<file path="src/rtl/sha384_pkg.sv">
// shared types, constants and round functions of the sha-384 hash core
package sha384_pkg;

   localparam int WORD_W      = 64;
   localparam int BLOCK_WORDS = 16;
   localparam int HASH_WORDS  = 8;
   localparam int NUM_ROUNDS  = 80;
   localparam int DIGEST_WORDS = 6;
   localparam int POS_W       = $clog2(BLOCK_WORDS);
   localparam int ROUND_W     = $clog2(NUM_ROUNDS);
   localparam int IDX_W       = $clog2(HASH_WORDS);

   localparam logic [POS_W-1:0]   POS_LAST   = POS_W'(BLOCK_WORDS - 1);
   localparam logic [ROUND_W-1:0] ROUND_LAST = ROUND_W'(NUM_ROUNDS - 1);
   localparam logic [IDX_W-1:0]   DIGEST_LAST_IDX = IDX_W'(DIGEST_WORDS - 1);

   typedef logic [WORD_W-1:0] word_type;

   typedef struct packed {
      logic [63:0] message_word;
      logic        starts_message;
      logic        ends_message;
   } req_type;

   typedef struct packed {
      logic [63:0] digest_word;
      logic [2:0]  digest_index;
      logic        digest_last;
   } rsp_type;

   typedef struct packed {
      logic               load_word;
      logic               load_iv;
      logic               init_vars;
      logic               round;
      logic [ROUND_W-1:0] round_idx;
      logic               finalize;
      logic               emit;
      logic [IDX_W-1:0]   emit_idx;
   } cmd_type;

   function automatic word_type iv_word(input logic [IDX_W-1:0] idx);
      word_type r;
      case (idx)
         3'd0: r = 64'hcbbb9d5dc1059ed8;
         3'd1: r = 64'h629a292a367cd507;
         3'd2: r = 64'h9159015a3070dd17;
         3'd3: r = 64'h152fecd8f70e5939;
         3'd4: r = 64'h67332667ffc00b31;
         3'd5: r = 64'h8eb44a8768581511;
         3'd6: r = 64'hdb0c2e0d64f98fa7;
         default: r = 64'h47b5481dbefa4fa4;
      endcase
      return r;
   endfunction

   function automatic word_type round_k(input logic [ROUND_W-1:0] idx);
      word_type r;
      case (idx)
         7'd0:  r = 64'h428a2f98d728ae22;
         7'd1:  r = 64'h7137449123ef65cd;
         7'd2:  r = 64'hb5c0fbcfec4d3b2f;
         7'd3:  r = 64'he9b5dba58189dbbc;
         7'd4:  r = 64'h3956c25bf348b538;
         7'd5:  r = 64'h59f111f1b605d019;
         7'd6:  r = 64'h923f82a4af194f9b;
         7'd7:  r = 64'hab1c5ed5da6d8118;
         7'd8:  r = 64'hd807aa98a3030242;
         7'd9:  r = 64'h12835b0145706fbe;
         7'd10: r = 64'h243185be4ee4b28c;
         7'd11: r = 64'h550c7dc3d5ffb4e2;
         7'd12: r = 64'h72be5d74f27b896f;
         7'd13: r = 64'h80deb1fe3b1696b1;
         7'd14: r = 64'h9bdc06a725c71235;
         7'd15: r = 64'hc19bf174cf692694;
         7'd16: r = 64'he49b69c19ef14ad2;
         7'd17: r = 64'hefbe4786384f25e3;
         7'd18: r = 64'h0fc19dc68b8cd5b5;
         7'd19: r = 64'h240ca1cc77ac9c65;
         7'd20: r = 64'h2de92c6f592b0275;
         7'd21: r = 64'h4a7484aa6ea6e483;
         7'd22: r = 64'h5cb0a9dcbd41fbd4;
         7'd23: r = 64'h76f988da831153b5;
         7'd24: r = 64'h983e5152ee66dfab;
         7'd25: r = 64'ha831c66d2db43210;
         7'd26: r = 64'hb00327c898fb213f;
         7'd27: r = 64'hbf597fc7beef0ee4;
         7'd28: r = 64'hc6e00bf33da88fc2;
         7'd29: r = 64'hd5a79147930aa725;
         7'd30: r = 64'h06ca6351e003826f;
         7'd31: r = 64'h142929670a0e6e70;
         7'd32: r = 64'h27b70a8546d22ffc;
         7'd33: r = 64'h2e1b21385c26c926;
         7'd34: r = 64'h4d2c6dfc5ac42aed;
         7'd35: r = 64'h53380d139d95b3df;
         7'd36: r = 64'h650a73548baf63de;
         7'd37: r = 64'h766a0abb3c77b2a8;
         7'd38: r = 64'h81c2c92e47edaee6;
         7'd39: r = 64'h92722c851482353b;
         7'd40: r = 64'ha2bfe8a14cf10364;
         7'd41: r = 64'ha81a664bbc423001;
         7'd42: r = 64'hc24b8b70d0f89791;
         7'd43: r = 64'hc76c51a30654be30;
         7'd44: r = 64'hd192e819d6ef5218;
         7'd45: r = 64'hd69906245565a910;
         7'd46: r = 64'hf40e35855771202a;
         7'd47: r = 64'h106aa07032bbd1b8;
         7'd48: r = 64'h19a4c116b8d2d0c8;
         7'd49: r = 64'h1e376c085141ab53;
         7'd50: r = 64'h2748774cdf8eeb99;
         7'd51: r = 64'h34b0bcb5e19b48a8;
         7'd52: r = 64'h391c0cb3c5c95a63;
         7'd53: r = 64'h4ed8aa4ae3418acb;
         7'd54: r = 64'h5b9cca4f7763e373;
         7'd55: r = 64'h682e6ff3d6b2b8a3;
         7'd56: r = 64'h748f82ee5defb2fc;
         7'd57: r = 64'h78a5636f43172f60;
         7'd58: r = 64'h84c87814a1f0ab72;
         7'd59: r = 64'h8cc702081a6439ec;
         7'd60: r = 64'h90befffa23631e28;
         7'd61: r = 64'ha4506cebde82bde9;
         7'd62: r = 64'hbef9a3f7b2c67915;
         7'd63: r = 64'hc67178f2e372532b;
         7'd64: r = 64'hca273eceea26619c;
         7'd65: r = 64'hd186b8c721c0c207;
         7'd66: r = 64'heada7dd6cde0eb1e;
         7'd67: r = 64'hf57d4f7fee6ed178;
         7'd68: r = 64'h06f067aa72176fba;
         7'd69: r = 64'h0a637dc5a2c898a6;
         7'd70: r = 64'h113f9804bef90dae;
         7'd71: r = 64'h1b710b35131c471b;
         7'd72: r = 64'h28db77f523047d84;
         7'd73: r = 64'h32caab7b40c72493;
         7'd74: r = 64'h3c9ebe0a15c9bebc;
         7'd75: r = 64'h431d67c49c100d4c;
         7'd76: r = 64'h4cc5d4becb3e42b6;
         7'd77: r = 64'h597f299cfc657e2a;
         7'd78: r = 64'h5fcb6fab3ad6faec;
         7'd79: r = 64'h6c44198c4a475817;
         default: r = '0;
      endcase
      return r;
   endfunction

   function automatic word_type big_sigma0(input word_type x);
      return {x[27:0], x[63:28]} ^ {x[33:0], x[63:34]} ^ {x[38:0], x[63:39]};
   endfunction

   function automatic word_type big_sigma1(input word_type x);
      return {x[13:0], x[63:14]} ^ {x[17:0], x[63:18]} ^ {x[40:0], x[63:41]};
   endfunction

   function automatic word_type small_sigma0(input word_type x);
      return {x[0], x[63:1]} ^ {x[7:0], x[63:8]} ^ {7'd0, x[63:7]};
   endfunction

   function automatic word_type small_sigma1(input word_type x);
      return {x[18:0], x[63:19]} ^ {x[60:0], x[63:61]} ^ {6'd0, x[63:6]};
   endfunction

endpackage

</file>
<file path="src/rtl/sha384_ctrl.sv">
// controller state machine: word position, round count and digest sequencing
module sha384_ctrl
   import sha384_pkg::*;
(
   input  logic    clock,
   input  logic    reset,
   input  logic    start,
   input  logic    starts_message,
   input  logic    ends_message,
   output logic    busy,
   output logic    rsp_valid,
   output cmd_type cmd
);

   typedef enum logic [1:0] {
      S_IDLE,
      S_ROUND,
      S_FINAL,
      S_OUTPUT
   } state_type;

   state_type          state_ff, state_in;
   logic [POS_W-1:0]   pos_ff, pos_in;
   logic [ROUND_W-1:0] round_ff, round_in;
   logic [IDX_W-1:0]   out_idx_ff, out_idx_in;
   logic               ends_ff, ends_in;
   logic               valid_ff, valid_in;
   logic               accept;
   logic [POS_W-1:0]   pos_eff;

   assign busy      = (state_ff != S_IDLE);
   assign rsp_valid = valid_ff;
   assign accept    = start && !busy;
   assign pos_eff   = starts_message ? '0 : pos_ff;

   always_comb begin
      state_in   = state_ff;
      pos_in     = pos_ff;
      round_in   = round_ff;
      out_idx_in = out_idx_ff;
      ends_in    = ends_ff;
      valid_in   = 1'b0;
      cmd        = '0;
      case (state_ff)
         S_IDLE: begin
            if (accept) begin
               cmd.load_word = 1'b1;
               cmd.load_iv   = starts_message;
               if (pos_eff == POS_LAST) begin
                  cmd.init_vars = 1'b1;
                  pos_in        = '0;
                  round_in      = '0;
                  ends_in       = ends_message;
                  state_in      = S_ROUND;
               end else begin
                  pos_in = pos_eff + POS_W'(1);
               end
            end
         end
         S_ROUND: begin
            cmd.round     = 1'b1;
            cmd.round_idx = round_ff;
            round_in      = round_ff + ROUND_W'(1);
            if (round_ff == ROUND_LAST) begin
               state_in = S_FINAL;
            end
         end
         S_FINAL: begin
            cmd.finalize = 1'b1;
            out_idx_in   = '0;
            state_in     = ends_ff ? S_OUTPUT : S_IDLE;
         end
         S_OUTPUT: begin
            cmd.emit     = 1'b1;
            cmd.emit_idx = out_idx_ff;
            valid_in     = 1'b1;
            out_idx_in   = out_idx_ff + IDX_W'(1);
            if (out_idx_ff == DIGEST_LAST_IDX) begin
               state_in = S_IDLE;
            end
         end
         default: begin
            state_in = S_IDLE;
         end
      endcase
   end

   always_ff @(posedge clock) begin
      if (reset) begin
         state_ff   <= S_IDLE;
         pos_ff     <= '0;
         round_ff   <= '0;
         out_idx_ff <= '0;
         ends_ff    <= 1'b0;
         valid_ff   <= 1'b0;
      end else begin
         state_ff   <= state_in;
         pos_ff     <= pos_in;
         round_ff   <= round_in;
         out_idx_ff <= out_idx_in;
         ends_ff    <= ends_in;
         valid_ff   <= valid_in;
      end
   end

endmodule

</file>
<file path="config.mk">
export PLATFORM = sky130hd
export DESIGN_NAME = sha384_ctrl
export DESIGN_NICKNAME = d
export VERILOG_FILES = /design/src/rtl/sha384_pkg.sv /design/src/rtl/sha384_ctrl.sv
export SDC_FILE = /design/constraint.sdc
export NUM_CORES = 1
export LEC_CHECK = 0
export BUFFER_PORTS_ARGS = -buffer_cell sky130_fd_sc_hd__buf_2
export CAP_MARGIN = 20
export CORE_MARGIN = 10
export CORE_UTILIZATION = 35
export CTS_CLUSTER_DIAMETER = 150
export DETAILED_ROUTE_END_ITERATION = 8
export PLACE_DENSITY_LB_ADDON = 0.25
export SLEW_MARGIN = 0
export SYNTH_ARGS = -nofsm -noshare
export SYNTH_HDL_FRONTEND = slang
export SYNTH_SLANG_ARGS = --single-unit
export TNS_END_PERCENT = 100
</file>
<file path="constraint.sdc">
create_clock -name clock -period 2.3 [get_ports clock]
set_input_delay 0.69 -clock clock [delete_from_list [all_inputs] [get_ports clock]]
set_output_delay 0.69 -clock clock [all_outputs]
set_load 0.02 [all_outputs]
</file>
==> flow_summary.toml <==
[run_status]
status = "finished, final reports clean"

[timing]
period_needed_ns = 2.23
max_freq_mhz = 448
hold_viol = 0
setup_tns_ns = 0
worst_clock_skew_ns = 0.00565
rsz0062_at_grt = "no"
holdWs_ns = 0.494
relSlewSlack = 0.772
period_share = 0.970
worstMarginPinSlew_ns = 0.342
finalSetupViolCount = 0
worst_slack_ns = 0.0697
drv_slew = 0

[detailed_routing]
drc = 0
drtIter0Drc = 26
vias = 946
wl_mm = 2.46
firstDrtPassIters = 4
avgRoutedWirePerCell_um = 13.1
antenna_left = 0
vias_per_cell = 5.03

[cts]
clk_pin_slew_ns = 0.11
cts_max_level = 1
root_buffer = "clkbuf_4"
cts_tree = "built"
post-cts-setup-buffers = 0
clock_path_buffers = 2
cts_sinks = 18
numCtsBuffers = 3
clk_latency_ns = 0.30

[floorplan]
core-area_um2 = 2760
die_y_um = 73.8
dieArea_um2 = 5450
die_x_um = 73.8
initial_utilization = 0.368
num_rows = 19
pin_count = 23

[power]
p_per_area_nw_per_um2 = 436
power_uw = 555
peakVddDrop_mv = 0.256
p_leak_nw = 0.565

[cells_and_area]
area_growth_pct = 25.5
fin_area_um2 = 1270
nets = 167
drive_gt1_frac = 0.306
n_antenna_cell = 0

[global_route]
gr-usage-met2 = 0.136
antenna_found_initial = 0
use_met3 = 0.0283
grt.total_usage = 0.0897
grt_pass1_vias = 844
grt_max_degree = 20
grt.busiest_layer = "met2"
gr-total-overflow = 0
grt_pass1_wl_mm = 3.90
use_met1 = 0.109

[worst_setup_path]
reg2reg_from = "pos_ff[1]$_SDFFE_PP0P_"
critPathMaxFanout = 4
critPathCaptureType = "output pin"
start_kind = "primary input"
rr_endpoint = "round_ff[4]$_SDFFE_PP0P_"
required_ns = 1.61
worstSetupPathType = "in2out"
reg2reg_slack_ns = 0.63
arrival_ns = 1.54
crit_start = "starts_message"
rr_worst_depth = 7

[logic_synthesis]
syn_inst = 127
synth_edf_count = 0
syn_nets = 136
yosysMostFrequentCell = "dfxtp_1"
syn-cell-area_um2 = 1010
async_flop_share = 0
ys_types = 40
synthTopCellsByCount = "dfxtp_1 (18), nor2_1 (17), a21oi_1 (12)"
netlist.area_leader.share = 0.355
synth-seq-area-share = 0.355
synth.area.top_cells = "dfxtp_1 (36%), nor2_1 (6.3%), a21oi_1 (5.9%), and2_1 (4.9%), ha_1 (4.9%)"
ys_warn_count = 0
synth_ff_type = "dfxtp_1"
synth_seq_cells = 18
avgSynthCellArea_um2 = 7.99
post-synth-top-area-cell = "dfxtp_1"

[flow_run]
drv_cap = 0

[place]
placed_cell_area_um2 = 1210
place_ws_ns = -0.0546
gp_congestion = 0.776
portBuffers = 22
dp_hpwl_mm = 1.81

[hold_path]
hold_depth = 2
hold_end = "pos_ff[1]$_SDFFE_PP0P_"
hp-class = "reg2reg"
min_from = "pos_ff[1]$_SDFFE_PP0P_"
[cell families after synthesis]
kind of cell / Yosys count / share of synthesized area
DFF: 18 / 0.355
and+or+nand+nor: 63 / 0.342
AOI/OAI and AO/OA: 26 / 0.157
muxes: 4 / 0.0407
adders and majority gates: 4 / 0.0493
buffers and inverters: 12 / 0.0567
[final cells by class]
type,count,area (µm²)
fill,284,1480
multi-input combinational,97,609
sequential,18,360
timing repair buffer,33,205
tap,31,38.8
clock buffer,4,36.3
inverter,5,23.8
[worst max-delay path, cell delays in order]
cell and delay, ns:
buf_6 0.11, nor2b_4 0.10, ha_2 0.17, and4b_1 0.21, and2_4 0.15, buf_6 0.11
[per-stage QoR]
step                 util  cells
floorplan               -    127
global placement    0.440    184
detailed placement  0.440    184
CTS                 0.455    188
global route        0.462    188
finish              0.462    188
[power by group]
part	switching [mW]	internal, mW	total [mW]	leakage, nW
Sequential	0.00165	0.314	0.315	0.145
Clock	0.107	0.0966	0.204	0.0210
Combinational	0.0194	0.0161	0.0355	0.399
Total	0.129	0.426	0.555	0.565
[per-layer routing]
metal,vias up,share of wire
met4,0,0.018
met1,425,0.47
li1,498,-
met3,4,0.069
met5,-,0
met2,19,0.45
[state kept, by name, indices dropped and copies added (netlist names)]
signal      cells
ends_ff         1
rsp_valid       1
out_idx_ff      3
round_ff        7
pos_ff          4
state_ff        2
[what timing repair did]
item / 4_1_cts / 5_1_grt
pin swaps: 0 / 2
endpoints found under the setup margin: 1 / 1
resized for setup: 2 / 6
hold buffers: 0 / 0
[cells in the final DEF, fill, tap and decap left out, types with 2 or more instances in the layout]
cell | synthesis | final
a21oi_1 | 12 | 12
a22oi_1 | 2 | 2
a31oi_1 | 3 | 3
and2_1 | 8 | 8
and3_1 | 3 | 3
buf_2 | 3 | 20
buf_4 | 1 | 11
buf_6 | 0 | 2
clkbuf_4 | 0 | 3
dfxtp_1 | 18 | 18
ha_1 | 4 | 3
inv_1 | 3 | 3
mux2i_1 | 3 | 3
nand2_1 | 10 | 10
nand3_1 | 3 | 3
nand3b_1 | 4 | 4
nor2_1 | 17 | 17
nor3_1 | 3 | 3
o21ai_1 | 3 | 3
[worst max-delay path by stage]
stage	endpoint	slack, ns	cells past startpoint
6_report	cmd[13]	0.07	6
5_1_grt	cmd[14]	0.02	5
4_1_cts	cmd[13]	0.007	6
3_5_place_dp	cmd[13]	-0.05	6
3_3_place_gp	cmd[13]	-0.006	6
2_1_floorplan	cmd[13]	0.12	4
Note: power is estimated with default switching activity, not from simulation.
